==> config.mk <==
export PLATFORM = sky130hd
export DESIGN_NAME = byte_to_base32_symbol_encoder
export DESIGN_NICKNAME = d
export VERILOG_FILES = /design/src/design/b32e_pkg.sv /design/src/design/b32e_front.sv /design/src/design/b32e_queue.sv /design/src/design/b32e_back.sv /design/src/design/byte_to_base32_symbol_encoder.sv
export SDC_FILE = /design/constraint.sdc
export NUM_CORES = 1
export LEC_CHECK = 0
export BUFFER_PORTS_ARGS = -buffer_cell sky130_fd_sc_hd__buf_2
export CORE_MARGIN = 5
export CORE_UTILIZATION = 45
export CTS_BUF_LIST = sky130_fd_sc_hd__clkbuf_4
export DETAILED_ROUTE_END_ITERATION = 10
export GPL_TIMING_DRIVEN = 0
export PLACE_DENSITY = 0.73
export SKIP_CTS_REPAIR_TIMING = 1
export SYNTH_ARGS = -nofsm -noshare
export SYNTH_HDL_FRONTEND = slang
export SYNTH_HIERARCHICAL = 1
export SYNTH_SLANG_ARGS = --single-unit
==> constraint.sdc <==
create_clock -name i_clk -period 3.78 [get_ports i_clk]
set_input_delay 0.945 -clock i_clk [delete_from_list [all_inputs] [get_ports i_clk]]
set_output_delay 0.945 -clock i_clk [all_outputs]
set_load 0.02 [all_outputs]
==> src/design/b32e_pkg.sv <==
`timescale 1ns / 1ps
package b32e_pkg;

    localparam int unsigned BYTE_W      = 8;
    localparam int unsigned SYM_W       = 7;
    localparam int unsigned FIELD_W     = 5;
    localparam int unsigned TAIL_W      = 4;
    localparam int unsigned GROUP_W     = 3 * BYTE_W;
    localparam int unsigned NUM_FIELDS  = 5;
    localparam int unsigned IDX_W       = $clog2(NUM_FIELDS);
    localparam int unsigned TDATA_IN_W  = 8;
    localparam int unsigned TDATA_OUT_W = 8;
    localparam int unsigned QUEUE_DEPTH = 2;

    localparam logic [SYM_W-1:0] PAD_SYM     = 7'd61;
    localparam logic [SYM_W-1:0] LETTER_BASE = 7'd64;
    localparam logic [SYM_W-1:0] DIGIT_BASE  = 7'd23;
    localparam logic [FIELD_W-1:0] LAST_LETTER = 5'd26;

    localparam logic [IDX_W-1:0] IDX_LAST = IDX_W'(NUM_FIELDS - 1);

    typedef struct packed {
        logic               last;
        logic [GROUP_W-1:0] bits;
    } t_group;

    function automatic logic [SYM_W-1:0] to_symbol(input logic [FIELD_W-1:0] v);
        logic [SYM_W-1:0] s;
        if (v == '0) begin
            s = PAD_SYM;
        end else if (v <= LAST_LETTER) begin
            s = LETTER_BASE + SYM_W'(v);
        end else begin
            s = DIGIT_BASE + SYM_W'(v);
        end
        return s;
    endfunction

endpackage

==> src/design/b32e_front.sv <==
`timescale 1ns / 1ps
module b32e_front
    import b32e_pkg::*;
(
    input  logic              i_clk,
    input  logic              i_rst_n,
    input  logic              i_accept,
    input  logic [BYTE_W-1:0] i_byte,
    input  logic              i_end,
    output logic              o_push,
    output t_group            o_group
);

    logic [BYTE_W-1:0] r_held0, r_held1;
    logic [1:0]        r_count;
    logic              hold;

    assign hold   = !i_end && (r_count < 2'd2);
    assign o_push = i_accept && !hold;

    always_comb begin
        o_group.last = i_end;
        unique case (r_count)
            2'd0:    o_group.bits = {i_byte, {BYTE_W{1'b0}}, {BYTE_W{1'b0}}};
            2'd1:    o_group.bits = {r_held0, i_byte, {BYTE_W{1'b0}}};
            default: o_group.bits = {r_held0, r_held1, i_byte};
        endcase
    end

    always_ff @(posedge i_clk) begin
        if (!i_rst_n) begin
            r_count <= 2'd0;
            r_held0 <= '0;
            r_held1 <= '0;
        end else if (i_accept) begin
            if (hold) begin
                r_count <= r_count + 2'd1;
                if (r_count == 2'd0) begin
                    r_held0 <= i_byte;
                end else begin
                    r_held1 <= i_byte;
                end
            end else begin
                r_count <= 2'd0;
                r_held0 <= '0;
                r_held1 <= '0;
            end
        end
    end

`ifndef SYNTHESIS
    a_count_range: assert property (@(posedge i_clk) disable iff (!i_rst_n)
        r_count != 2'd3)
        else $error("byte count out of range");
`endif

endmodule

==> src/design/b32e_queue.sv <==
`timescale 1ns / 1ps
module b32e_queue
    import b32e_pkg::*;
#(
    parameter int unsigned DEPTH = QUEUE_DEPTH
) (
    input  logic   i_clk,
    input  logic   i_rst_n,
    input  logic   i_push,
    input  t_group i_group,
    input  logic   i_pop,
    output logic   o_full,
    output logic   o_empty,
    output t_group o_group
);

    localparam int unsigned PTR_W = (DEPTH > 1) ? $clog2(DEPTH) : 1;
    localparam int unsigned CNT_W = $clog2(DEPTH + 1);
    localparam logic [PTR_W-1:0] PTR_MAX = PTR_W'(DEPTH - 1);

    t_group             r_mem [DEPTH];
    logic [PTR_W-1:0]   r_wr_ptr, r_rd_ptr;
    logic [CNT_W-1:0]   r_count;
    logic               do_push, do_pop;

    assign o_full  = (r_count == CNT_W'(DEPTH));
    assign o_empty = (r_count == '0);
    assign do_push = i_push && !o_full;
    assign do_pop  = i_pop && !o_empty;
    assign o_group = r_mem[r_rd_ptr];

    always_ff @(posedge i_clk) begin
        if (do_push) begin
            r_mem[r_wr_ptr] <= i_group;
        end
    end

    always_ff @(posedge i_clk) begin
        if (!i_rst_n) begin
            r_wr_ptr <= '0;
            r_rd_ptr <= '0;
            r_count  <= '0;
        end else begin
            if (do_push) begin
                r_wr_ptr <= (r_wr_ptr == PTR_MAX) ? '0 : r_wr_ptr + PTR_W'(1);
            end
            if (do_pop) begin
                r_rd_ptr <= (r_rd_ptr == PTR_MAX) ? '0 : r_rd_ptr + PTR_W'(1);
            end
            if (do_push && !do_pop) begin
                r_count <= r_count + CNT_W'(1);
            end else if (do_pop && !do_push) begin
                r_count <= r_count - CNT_W'(1);
            end
        end
    end

`ifndef SYNTHESIS
    a_no_overflow: assert property (@(posedge i_clk) disable iff (!i_rst_n)
        i_push |-> !o_full)
        else $error("push into full queue");
    a_count_bound: assert property (@(posedge i_clk) disable iff (!i_rst_n)
        r_count <= CNT_W'(DEPTH))
        else $error("queue count beyond depth");
`endif

endmodule

==> src/design/b32e_back.sv <==
`timescale 1ns / 1ps
module b32e_back
    import b32e_pkg::*;
(
    input  logic             i_clk,
    input  logic             i_rst_n,
    input  logic             i_q_empty,
    input  t_group           i_group,
    output logic             o_pop,
    output logic             o_valid,
    input  logic             i_ready,
    output logic [SYM_W-1:0] o_symbol,
    output logic             o_group_last,
    output logic             o_message_last
);

    logic               r_busy;
    logic [IDX_W-1:0]   r_idx;
    logic [GROUP_W-1:0] r_bits;
    logic               r_last;
    logic [FIELD_W-1:0] field;
    logic               at_end;

    assign at_end = (r_idx == IDX_LAST);
    assign o_pop  = !i_q_empty && (!r_busy || (i_ready && at_end));

    always_comb begin
        unique case (r_idx)
            3'd0:    field = r_bits[23:19];
            3'd1:    field = r_bits[18:14];
            3'd2:    field = r_bits[13:9];
            3'd3:    field = r_bits[8:4];
            default: field = {1'b0, r_bits[TAIL_W-1:0]};
        endcase
    end

    assign o_valid        = r_busy;
    assign o_symbol       = to_symbol(field);
    assign o_group_last   = at_end;
    assign o_message_last = at_end && r_last;

    always_ff @(posedge i_clk) begin
        if (o_pop) begin
            r_bits <= i_group.bits;
            r_last <= i_group.last;
        end
    end

    always_ff @(posedge i_clk) begin
        if (!i_rst_n) begin
            r_busy <= 1'b0;
            r_idx  <= '0;
        end else if (o_pop) begin
            r_busy <= 1'b1;
            r_idx  <= '0;
        end else if (r_busy && i_ready) begin
            if (at_end) begin
                r_busy <= 1'b0;
                r_idx  <= '0;
            end else begin
                r_idx <= r_idx + IDX_W'(1);
            end
        end
    end

`ifndef SYNTHESIS
    a_idx_range: assert property (@(posedge i_clk) disable iff (!i_rst_n)
        r_idx <= IDX_LAST)
        else $error("symbol index out of range");
    a_msg_in_group: assert property (@(posedge i_clk) disable iff (!i_rst_n)
        o_message_last |-> o_group_last)
        else $error("message end off group end");
    a_pop_when_free: assert property (@(posedge i_clk) disable iff (!i_rst_n)
        (r_busy && !i_ready) |-> !o_pop)
        else $error("group loaded over a stalled one");
`endif

endmodule

==> src/design/byte_to_base32_symbol_encoder.sv <==
`timescale 1ns / 1ps
// A group's first symbol follows its queue write and its load into back end registers.
// One byte per cycle in while the group queue has room; one symbol per cycle out while
// the receiver is ready, five symbols per group, set by the back end emitting the symbols.
// The group queue (QUEUE_DEPTH entries) lets input bytes keep flowing while symbols drain.
// Reset (synchronous, active low) drops held bytes, empties the queue, idles the output.
module byte_to_base32_symbol_encoder
    import b32e_pkg::*;
#(
    parameter int unsigned QUEUE_DEPTH_P = QUEUE_DEPTH
) (
    input  logic                   i_clk,
    input  logic                   i_rst_n,
    input  logic                   i_s_tvalid,
    output logic                   o_s_tready,
    input  logic [TDATA_IN_W-1:0]  i_s_tdata,  // [7:0] data_byte
    input  logic                   i_s_tlast,  // message_end
    output logic                   o_m_tvalid,
    input  logic                   i_m_tready,
    output logic [TDATA_OUT_W-1:0] o_m_tdata,  // [6:0] symbol, [7] zero
    output logic                   o_m_tuser,  // [0] group_last
    output logic                   o_m_tlast   // message_last
);

    logic             q_full, q_empty, push, pop, accept;
    t_group           front_group, q_group;
    logic [SYM_W-1:0] symbol;

    assign o_s_tready = !q_full;
    assign accept     = i_s_tvalid && o_s_tready;

    b32e_front u_front (
        .i_clk   (i_clk),
        .i_rst_n (i_rst_n),
        .i_accept(accept),
        .i_byte  (i_s_tdata[BYTE_W-1:0]),
        .i_end   (i_s_tlast),
        .o_push  (push),
        .o_group (front_group)
    );

    b32e_queue #(
        .DEPTH(QUEUE_DEPTH_P)
    ) u_queue (
        .i_clk  (i_clk),
        .i_rst_n(i_rst_n),
        .i_push (push),
        .i_group(front_group),
        .i_pop  (pop),
        .o_full (q_full),
        .o_empty(q_empty),
        .o_group(q_group)
    );

    b32e_back u_back (
        .i_clk         (i_clk),
        .i_rst_n       (i_rst_n),
        .i_q_empty     (q_empty),
        .i_group       (q_group),
        .o_pop         (pop),
        .o_valid       (o_m_tvalid),
        .i_ready       (i_m_tready),
        .o_symbol      (symbol),
        .o_group_last  (o_m_tuser),
        .o_message_last(o_m_tlast)
    );

    assign o_m_tdata = {{(TDATA_OUT_W - SYM_W){1'b0}}, symbol};

endmodule

* Word level (Yosys, flattened, before mapping)
Memories as Yosys holds them, arrays and structs flattened. A register that Yosys moved wholly into a read port is not among the register bits. Index checks and enable logic that the tools add are counted.
Word-level totals: flip-flop bits (word level) 26, memory bits (writable) 50, input bits 13, output and inout port bits 12, logic and storage cells 77, memories 1
Operators by class: add/sub/neg operators 8, $lt $le $gt $ge 2, eq/ne operators 8, mux-type cells 19, bitwise gates (word level) 1, reductions and logical operators 30
Memory list:
- u_queue.r_mem | words 2, width 25, rd ports 1, clocked after Yosys merged registers in 1, write ports 1, RTL line b32e_queue.sv:21 | t_group r_mem [DEPTH];
Operator list (number):
- one-hot mux 24 bit (2 select lines) | 1
- 2-to-1 mux 8 bit | 4
- one-hot mux 5 bit (4 select lines) | 1
- 2-to-1 mux 7 bit | 2
- logical AND 1 bit | 11
- adder 7 x 5 -> 7 bit, first input constant | 1
- logical NOT 1 bit | 7
- 2-to-1 mux 1 bit | 7
- adder 5 x 5 -> 6 bit, first input constant | 1
- == test 3 x 2 -> 1 bit, second input constant | 2
- 2-to-1 mux 2 bit | 3
- AND reduction 2 bit | 3
- nonzero test 2 bit | 3
- less-or-equal comparator 5 bit, second input constant | 1
- logical NOT 5 bit | 1
- adder 2 x 1 -> 2 bit, second input constant | 2
- logical NOT 2 bit | 2
- inequality test 2 bit, second input constant | 2
- adder 3 x 1 -> 3 bit, second input constant | 1
- == test 3 x 1 -> 1 bit, second input constant | 1
- == test 3 bit, second input constant | 1
- logical NOT 3 bit | 1
- 2-to-1 mux 3 bit | 1
- adder 1 bit, second input constant | 2
- other kinds (7) | 7

* Logic depth before layout (Yosys ltp)
Gate-level depths: netlist of run 1.
depth in word-level cells 9, gate-level depth with buffers 11, gate-level depth less buffers 10

* By module
The synthesis of run 1 kept the hierarchy.
By module, submodules not included:
- b32e_queue | instances 1, cells each 103, area each 2037.0 um2, seq. area each 1601.5 um2
- b32e_back | instances 1, cells each 106, area each 1356.3 um2, seq. area each 830.8 um2
- b32e_front | instances 1, cells each 122, area each 1013.5 um2, seq. area each 360.3 um2
- byte_to_base32_symbol_encoder | instances 1, cells each 4, area each 21.3 um2, seq. area each 0.0 um2

* Least setup slack after synthesis of run 1
OpenSTA, ideal clock, no wires.
path type reg2reg, from register u_back.r_idx[0], to register u_queue.r_count[1], arrival 3.551 ns, required time 3.710 ns, setup slack 0.159 ns, cell stages (with the launch flop) 10, clock period less this slack 3.621 ns, cells stage by stage dfxtp_1 -> inv_1 -> ha_1 -> and2_1 -> nand2_1 -> a21oi_1 -> o21ai_1 -> ha_1 -> or3_1 -> a21boi_1
Between the ends: word-level cells in the longest chain between the ends 8
RTL lines:
- start: declaration | RTL line b32e_back.sv:18 | logic [IDX_W-1:0] r_idx;
- start signal: assignment | RTL line b32e_back.sv:61 | r_idx <= r_idx + IDX_W'(1);
- == test 3 bit * | RTL line b32e_back.sv:24 | assign at_end = (r_idx == IDX_LAST);
- via o_m_tuser | RTL line byte_to_base32_symbol_encoder.sv:21 | output logic o_m_tuser,
- logical AND 1 bit * | RTL line b32e_back.sv:25 | assign o_pop = !i_q_empty && (!r_busy || (i_ready && at_end));
- logical OR 1 bit * | RTL line b32e_back.sv:25
- logical AND 1 bit * | RTL line b32e_back.sv:25
- via pop | RTL line byte_to_base32_symbol_encoder.sv:25 | logic q_full, q_empty, push, pop, accept;
- logical AND 1 bit * | RTL line b32e_queue.sv:29 | assign do_pop = i_pop && !o_empty;
- logical NOT 1 bit | RTL line b32e_queue.sv:50 | if (do_push && !do_pop) begin
- logical AND 1 bit | RTL line b32e_queue.sv:50
- 2-to-1 mux 2 bit or nonzero test 2 bit (tied branches)
- end signal: assignment | RTL line b32e_queue.sv:51 | r_count <= r_count + CNT_W'(1);
- end signal: assignment | RTL line b32e_queue.sv:53 | r_count <= r_count - CNT_W'(1);
- end: declaration | RTL line b32e_queue.sv:23 | logic [CNT_W-1:0] r_count;
Mark *: on every way through the listed nets, which the timed path passes. The rest lies on a longest branch. A chain may end at the register's enable or synchronous reset.

* Final worst setup path of run 1
from register u_back.r_idx[2], to output port o_m_tdata[0]
Between the ends: word-level cells in the longest chain between the ends 5
RTL lines:
- == test 3 x 2 -> 1 bit (tied with other cells) | RTL line b32e_back.sv:28 | unique case (r_idx)
- one-hot mux 5 bit (4 select lines) * | RTL line b32e_back.sv:28
- adder 7 x 5 -> 7 bit (tied with other cells) | RTL line b32e_pkg.sv:32 | s = LETTER_BASE + SYM_W'(v);
- 2-to-1 mux 7 bit | RTL line b32e_pkg.sv:31 | end else if (v <= LAST_LETTER) begin
- 2-to-1 mux 7 bit * | RTL line b32e_pkg.sv:29 | if (v == '0) begin
- end: declaration | RTL line byte_to_base32_symbol_encoder.sv:20 | output logic [TDATA_OUT_W-1:0] o_m_tdata,
Mark *: on every way between the ends. The rest lies on a longest branch, timed or not.

==> results of run 1 <==
[logic make-up after synthesis]
| logic type | synth area share (%) |
|---|---|
| buf+inv | 2.656 |
| flops | 63.07 |
| fa+ha+maj | 3.391 |
| other cells | 0.08469 |
| mux | 6.358 |
| simple gates | 10.40 |
| xor+xnor | 0.9889 |
| compound gates | 13.05 |
[final cells by class]
class / count / share of cell area (%)
antenna: 1 / 0.05059
buffer: 14 / 1.670
clock buffer: 11 / 1.670
sequential: 102 / 56.51
timing repair buffer: 28 / 3.390
inverter: 11 / 0.8348
clock inverter: 5 / 0.6830
multi-input combinational: 208 / 31.82
tap: 133 / 3.365
[metrics by stage]
stage	util [%]	cell area, sq um	std cells	worst slack [ps]
2_1_floorplan	-	4428	335	159.4
3_3_place_gp	48.63	4710	491	-338.9
3_5_place_dp	49.04	4750	493	212.3
4_1_cts	50.25	4866	509	-312.2
5_1_grt	51.05	4943	512	1.211
6_report	51.07	4946	513	158.4
[per-layer routing]
layer | wire, um | global-route usage (%) | part of all wire [%]
met3 | 318 | 3.789 | 4.2
met5 | 0 | 0 | 0
met2 | 3705 | 21.89 | 49
met4 | 89 | 4.809 | 1.2
met1 | 3522 | 18.03 | 46
[power by group]
part	total (mW)	internal [mW]	switching (mW)	leakage, nW
Combinational	1.24	0.509	0.726	0.804
Clock	0.496	0.153	0.343	0.0681
Sequential	1.65	1.56	0.0921	0.924
Total	3.38	2.22	1.16	1.80
[synthesized netlist by cell type (5+ instances only)]
cell,number,share of area [%]
nand2b_1,12,1.7
a21oi_1,21,2.4
nand2_1,29,2.5
dfxtp_1,27,12
edfxtp_1,75,51
o21ai_0,11,1.2
inv_1,10,0.85
buf_2,5,0.57
nor2b_1,5,0.71
a22o_2,8,1.8
ha_1,12,3.4
mux2_2,25,6.4
nor2_1,10,0.85
a22o_1,10,2.0
a22oi_1,12,2.0
and2_1,13,1.8
[cell usage in the layout (no fill, tap or decap), types with 2 or more instances in the layout]
cell type and instances:
inv_4 2, a22oi_2 2, ha_1 8, o21a_1 2, buf_8 2, a21oi_1 20
a22o_1 10, buf_4 7, and3_1 2, ha_2 3, nand2_1 29, nor2b_1 5
inv_1 9, buf_2 27, mux2_2 25, dfxtp_1 25, a21boi_0 2, clkbuf_4 11
clkbuf_1 3, nand4_1 3, o21ai_2 2, clkbuf_2 2, nand2b_1 12, and2_1 13
edfxtp_1 75, a22o_2 8, nand3_1 4, xnor2_1 4, o21ai_0 10, inv_2 2
a22oi_1 10, dfxtp_2 2, nor2_1 10
[registers in the layout, summed over array words and instances, names as in the netlist, named ones only]
signal and count:
u_queue/r_wr_ptr 1, u_back/r_idx 3, u_front/r_held0 8, u_back/r_bits 24, u_back/r_last 1, u_front/r_held1 8, u_queue/r_rd_ptr 1, u_back/o_valid 1
u_queue/r_mem 50, u_queue/r_count 2, u_front/r_count 2
[worst paths after layout]
kind / from / endpoint / slack, ps / depth (start not counted)
max: u_back/r_idx[2] / o_m_tdata[0] / 160 / 11
min reg2reg: u_front/r_held1[4] / u_front/r_held1[4] / 500 / 1
min: u_front/r_held1[4] / u_front/r_held1[4] / 500 / 1
max reg2reg: u_queue/r_count[0] / u_queue/r_mem[1][16] / 1050 / 6
==> impl_metrics.yaml, run 1 <==
die:
  io-pin-count: 25
  die_x_um: 109.2
  die-area_sq_mm: 0.01192
  start_util_pct: 45.72
  row_count: 36
  core_area_sq_mm: 0.009684
  die_h_um: 109.2
layout:
  multi_input_area_sq_mm: 0.001574
  num-fill-cells: 830
  syn_to_final_growth_pct: 11.70
  seq_area_sq_mm: 0.002795
  layout.nets: 399
  layout-drive-gt1-share_pct: 29.29
worst_setup_path:
  crit_family: "compound AO/OA/AOI/OAI gates"
  slowest_delay_ps: 350
  crit_fanout: 10
  cp_slowest_cell: "dfxtp_1"
  cp.arrival_ps: 2680
  cp_num_buf_inv: 3
  required_ps: 2830
  critPathCaptureType: "primary output"
  cp-start-kind: "flop"
  path_cells: "buf_6 > inv_2 > ha_4 > a22oi_2 > a31oi_2 > ha_2 > a311oi_2 > o21ai_2 > xnor2_1 > nand2_1 > buf_2"
  criticalPathCategory: "reg2out"
clock_network:
  cts_buffers: 9
  ctsHtreeMaxLevel: 3
  cts_root_buf: "clkbuf_4"
  clockBufferDepth: 2
  clkTransAtPathRegs_ps: 150
  insertion_delay_ps: 450
  cts_sinks: 102
  cts_tree: "built"
place:
  io_buffers: 23
  gp_congestion: 0.7795
  hpwlAfterDp_mm: 5.498
power:
  p_leak_nw: 1.796
  ir_worst_vdd_mv: 0.3321
  power.density_mw_per_mm2: 683.3
  p_total_mw: 3.379
run_status:
  status: "finished clean"
global_route:
  antenna_found_initial: 0
  grt_pass1_vias: 2464
  grt_overflow: 0
  grt_max_degree: 26
  grt_pass1_wl_mm: 12.43
  grtUsageTotal_pct: 13.72
logic_synthesis:
  ys_seq_area_share_pct: 63.07
  async_flop_share_pct: 0
  netlist-cell-type-count: 48
  synth_edf_count: 75
  synthesis.area_sq_mm: 0.004428
  synth_nets: 360
  synth_warnings: 6
  syn_avg_cell_area_sq_um: 13.22
  synth_ff_type: "edfxtp_1"
  synth_seq_cells: 102
  netlist_instances: 335
drt:
  firstDrtPassIters: 4
  routed_wl_mm: 7.635
  final_antenna_net_count: 0
  viasPerCell: 5.127
  avgRoutedWirePerCell_um: 14.88
  drc: 0
  vias: 2630
  drtIter0Drc: 148
sta:
  fin_crit_ps: 3622
  finalSetupViolCount: 0
  worst_slew_pin_slew_ps: 1119
  period_share_pct: 95.81
  rsz0062_at_grt: "false"
  relSlewSlack_pct: 25.41
  timing.hold.ws_ps: 502.1
  drv_slew: 0
  finalClockSkew_ps: 18.78
  hold_viol_final: 0
  tns_ps: 0
  maxClockFrequency_ghz: 0.2761
run:
  max_cap_viol_count: 0
hold_path:
  holdCritPathClass: "reg2reg"
No activity file was read; power rests on OpenSTA's default activity.
==> inputs of run 2 (changes only) <==
CTS_BUF_LIST = default   (was sky130_fd_sc_hd__clkbuf_4)
PLACE_DENSITY = 0.7   (was 0.73)
==> run 2 against run 1 <==
Maximum frequency is 0.28% higher. Utilization is 0.71 points higher. Flip-flop and latch count stayed put. First-iteration DRC count is 23% lower. Die area stayed put. Largest power group unchanged. Total power is 5.5% higher. Clock power is 43% higher. Register-to-register slack hardly changed.
==> impl_metrics.yaml, run 2 (synthesis gave the netlist of run 1 again) <==
run_status:
  status: "finished clean"
power:
  swShare_pct: 32.29
  p_switching_mw: 1.151
  ir_worst_vdd_mv: 0.3297
  pwr-share-seq_pct: 46.3
  power.density_mw_per_mm2: 710.9
  internal_power_mw: 2.414
  p_comb_share_pct: 33.8
  clkPwrFrac_pct: 19.9
  p_leak_nw: 1.822
die:
  start_util_pct: 45.72
  die_h_um: 109.2
  io-pin-count: 25
  row_count: 36
  die-area_sq_mm: 0.01192
  core_area_sq_mm: 0.009684
  die_x_um: 109.2
global_route:
  grt_overflow: 0
  grt_pass1_wl_mm: 12.64
  grt_max_degree: 26
  antenna_found_initial: 0
  grt_pass1_vias: 2495
  grtUsageTotal_pct: 14.00
sta:
  worst_slew_pin_slew_ps: 1138
  hold_viol_final: 0
  relSlewSlack_pct: 24.16
  finalSetupViolCount: 0
  tns_ps: 0
  timing.hold.ws_ps: 490.8
  period_share_pct: 95.54
  finalClockSkew_ps: 12.07
  setup_slack_ps: 168.5
  maxClockFrequency_ghz: 0.2769
  drv_slew: 0
  fin_crit_ps: 3611
drt:
  vias: 2555
  routed_wl_mm: 7.504
  final_antenna_net_count: 0
  viasPerCell: 5.020
  drc: 0
  avgRoutedWirePerCell_um: 14.74
  firstDrtPassIters: 4
  drtIter0Drc: 114
worst_setup_path:
  cp.arrival_ps: 2670
  r2r-start: "u_queue/r_count[0]"
  required_ps: 2830
  r2r-end: "u_queue/r_mem[1][0]"
  reg2reg_slack_ps: 1040
  rr_worst_depth: 6
  critPathCaptureType: "primary output"
  criticalPathCategory: "reg2out"
  crit_fanout: 6
  cp-start-kind: "flop"
layout:
  layout.nets: 396
  largest_reg_flops: 50
  multi_input_area_sq_mm: 0.001568
  layout-drive-gt1-share_pct: 27.66
  final_cell_mix: "edfxtp_1 (75), nand2_1 (29), buf_2 (27), dfxtp_1 (26), mux2_2 (25)"
  seq_area_sq_mm: 0.002794
  syn_to_final_growth_pct: 13.25
  layout_commonest_cell: "edfxtp_1"
  num-fill-cells: 824
  top_register: "u_queue/r_mem"
  diodes: 0
  stdcell_area_sq_mm: 0.005015
  reg_top3: "u_queue/r_mem x50, u_back/r_bits x24"
clock_network:
  clockBufferDepth: 2
  cts_sinks: 102
  cts_tree: "built"
  ctsHtreeMaxLevel: 3
  cts_buffers: 9
  clkTransAtPathRegs_ps: 90
  insertion_delay_ps: 350
  cts_root_buf: "clkbuf_8"
hold_path:
  hp-start: "u_front/r_held0[1]"
  holdCritPathClass: "reg2reg"
  holdPathEnd: "u_front/r_held0[1]"
  whs_path_depth: 1
run:
  max_cap_viol_count: 0
place:
  io_buffers: 23
  hpwlAfterDp_mm: 5.521
  place_area_sq_mm: 0.004750
  place_ws_ps: 173.0
  gp_congestion: 0.7834
run 2: cell count changes in the layout (fill, tap and decap cells not counted), sizes merged:
cell / change
buf: -4
inv: -2
clkbuf: +2
diode: -1
bufinv: +1
run 2: worst max-delay path, cell delays in order (launching register included):
cell,delay (ps)
dfxtp_1,400
inv_1,80
ha_1,280
a22oi_2,280
a31oi_2,170
ha_1,250
a311oi_2,350
o21ai_2,130
xnor2_1,170
nand2_1,60
buf_2,150
run 2: final cells by class:
type                            count  share of cell area, %
Clock inverter                      4                  1.048
Inverter                           11                 0.8733
Multi-Input combinational cell    208                  31.26
Timing Repair Buffer               25                  2.894
Tap cell                          133                  3.318
Sequential cell                   102                  55.71
Clock buffer                       12                  3.318
Buffer                             14                  1.572
run 2: routing by layer:
metal  part of all wire (%)  track usage, %  vias up
li1                       -               -     1308
met1                     46           18.15     1200
met2                     49           23.03       37
met3                    2.9           2.487       10
met4                    2.0           6.144        0
met5                      0               0        -
run 2: how the worst max path moves through the flow:
stage / startpoint / to / slack, ps / depth (start not counted)
after floorplan: u_back/r_idx[0] / u_queue/r_count[1] / 160 / 9
after global placement: i_m_tready / u_queue/r_count[1] / -390 / 7
after detailed placement: u_back/r_idx[2] / o_m_tdata[0] / 170 / 12
after CTS: u_back/r_idx[2] / o_m_tdata[0] / -230 / 12
after global routing: u_back/r_idx[1] / o_m_tdata[0] / -20 / 10
final: u_back/r_idx[1] / o_m_tdata[0] / 170 / 10
run 2: through the flow:
step / power [mW] / instances / util (%)
after floorplan: 2.530 / 335 / -
after global placement: 2.803 / 491 / 48.63
after detailed placement: 2.863 / 493 / 49.04
after CTS: 3.574 / 509 / 51.30
after global routing: 3.804 / 509 / 51.78
final: 3.565 / 509 / 51.78
run 2: power by group through the flow:
stage | sequential (mW) | combinational (mW) | clock (mW)
floorplan | 1.66 | 0.872 | 0
global placement | 1.67 | 1.13 | 0
finish | 1.65 | 1.20 | 0.710
global route | 1.68 | 1.34 | 0.785
CTS | 1.65 | 1.20 | 0.728
detailed placement | 1.67 | 1.19 | 0
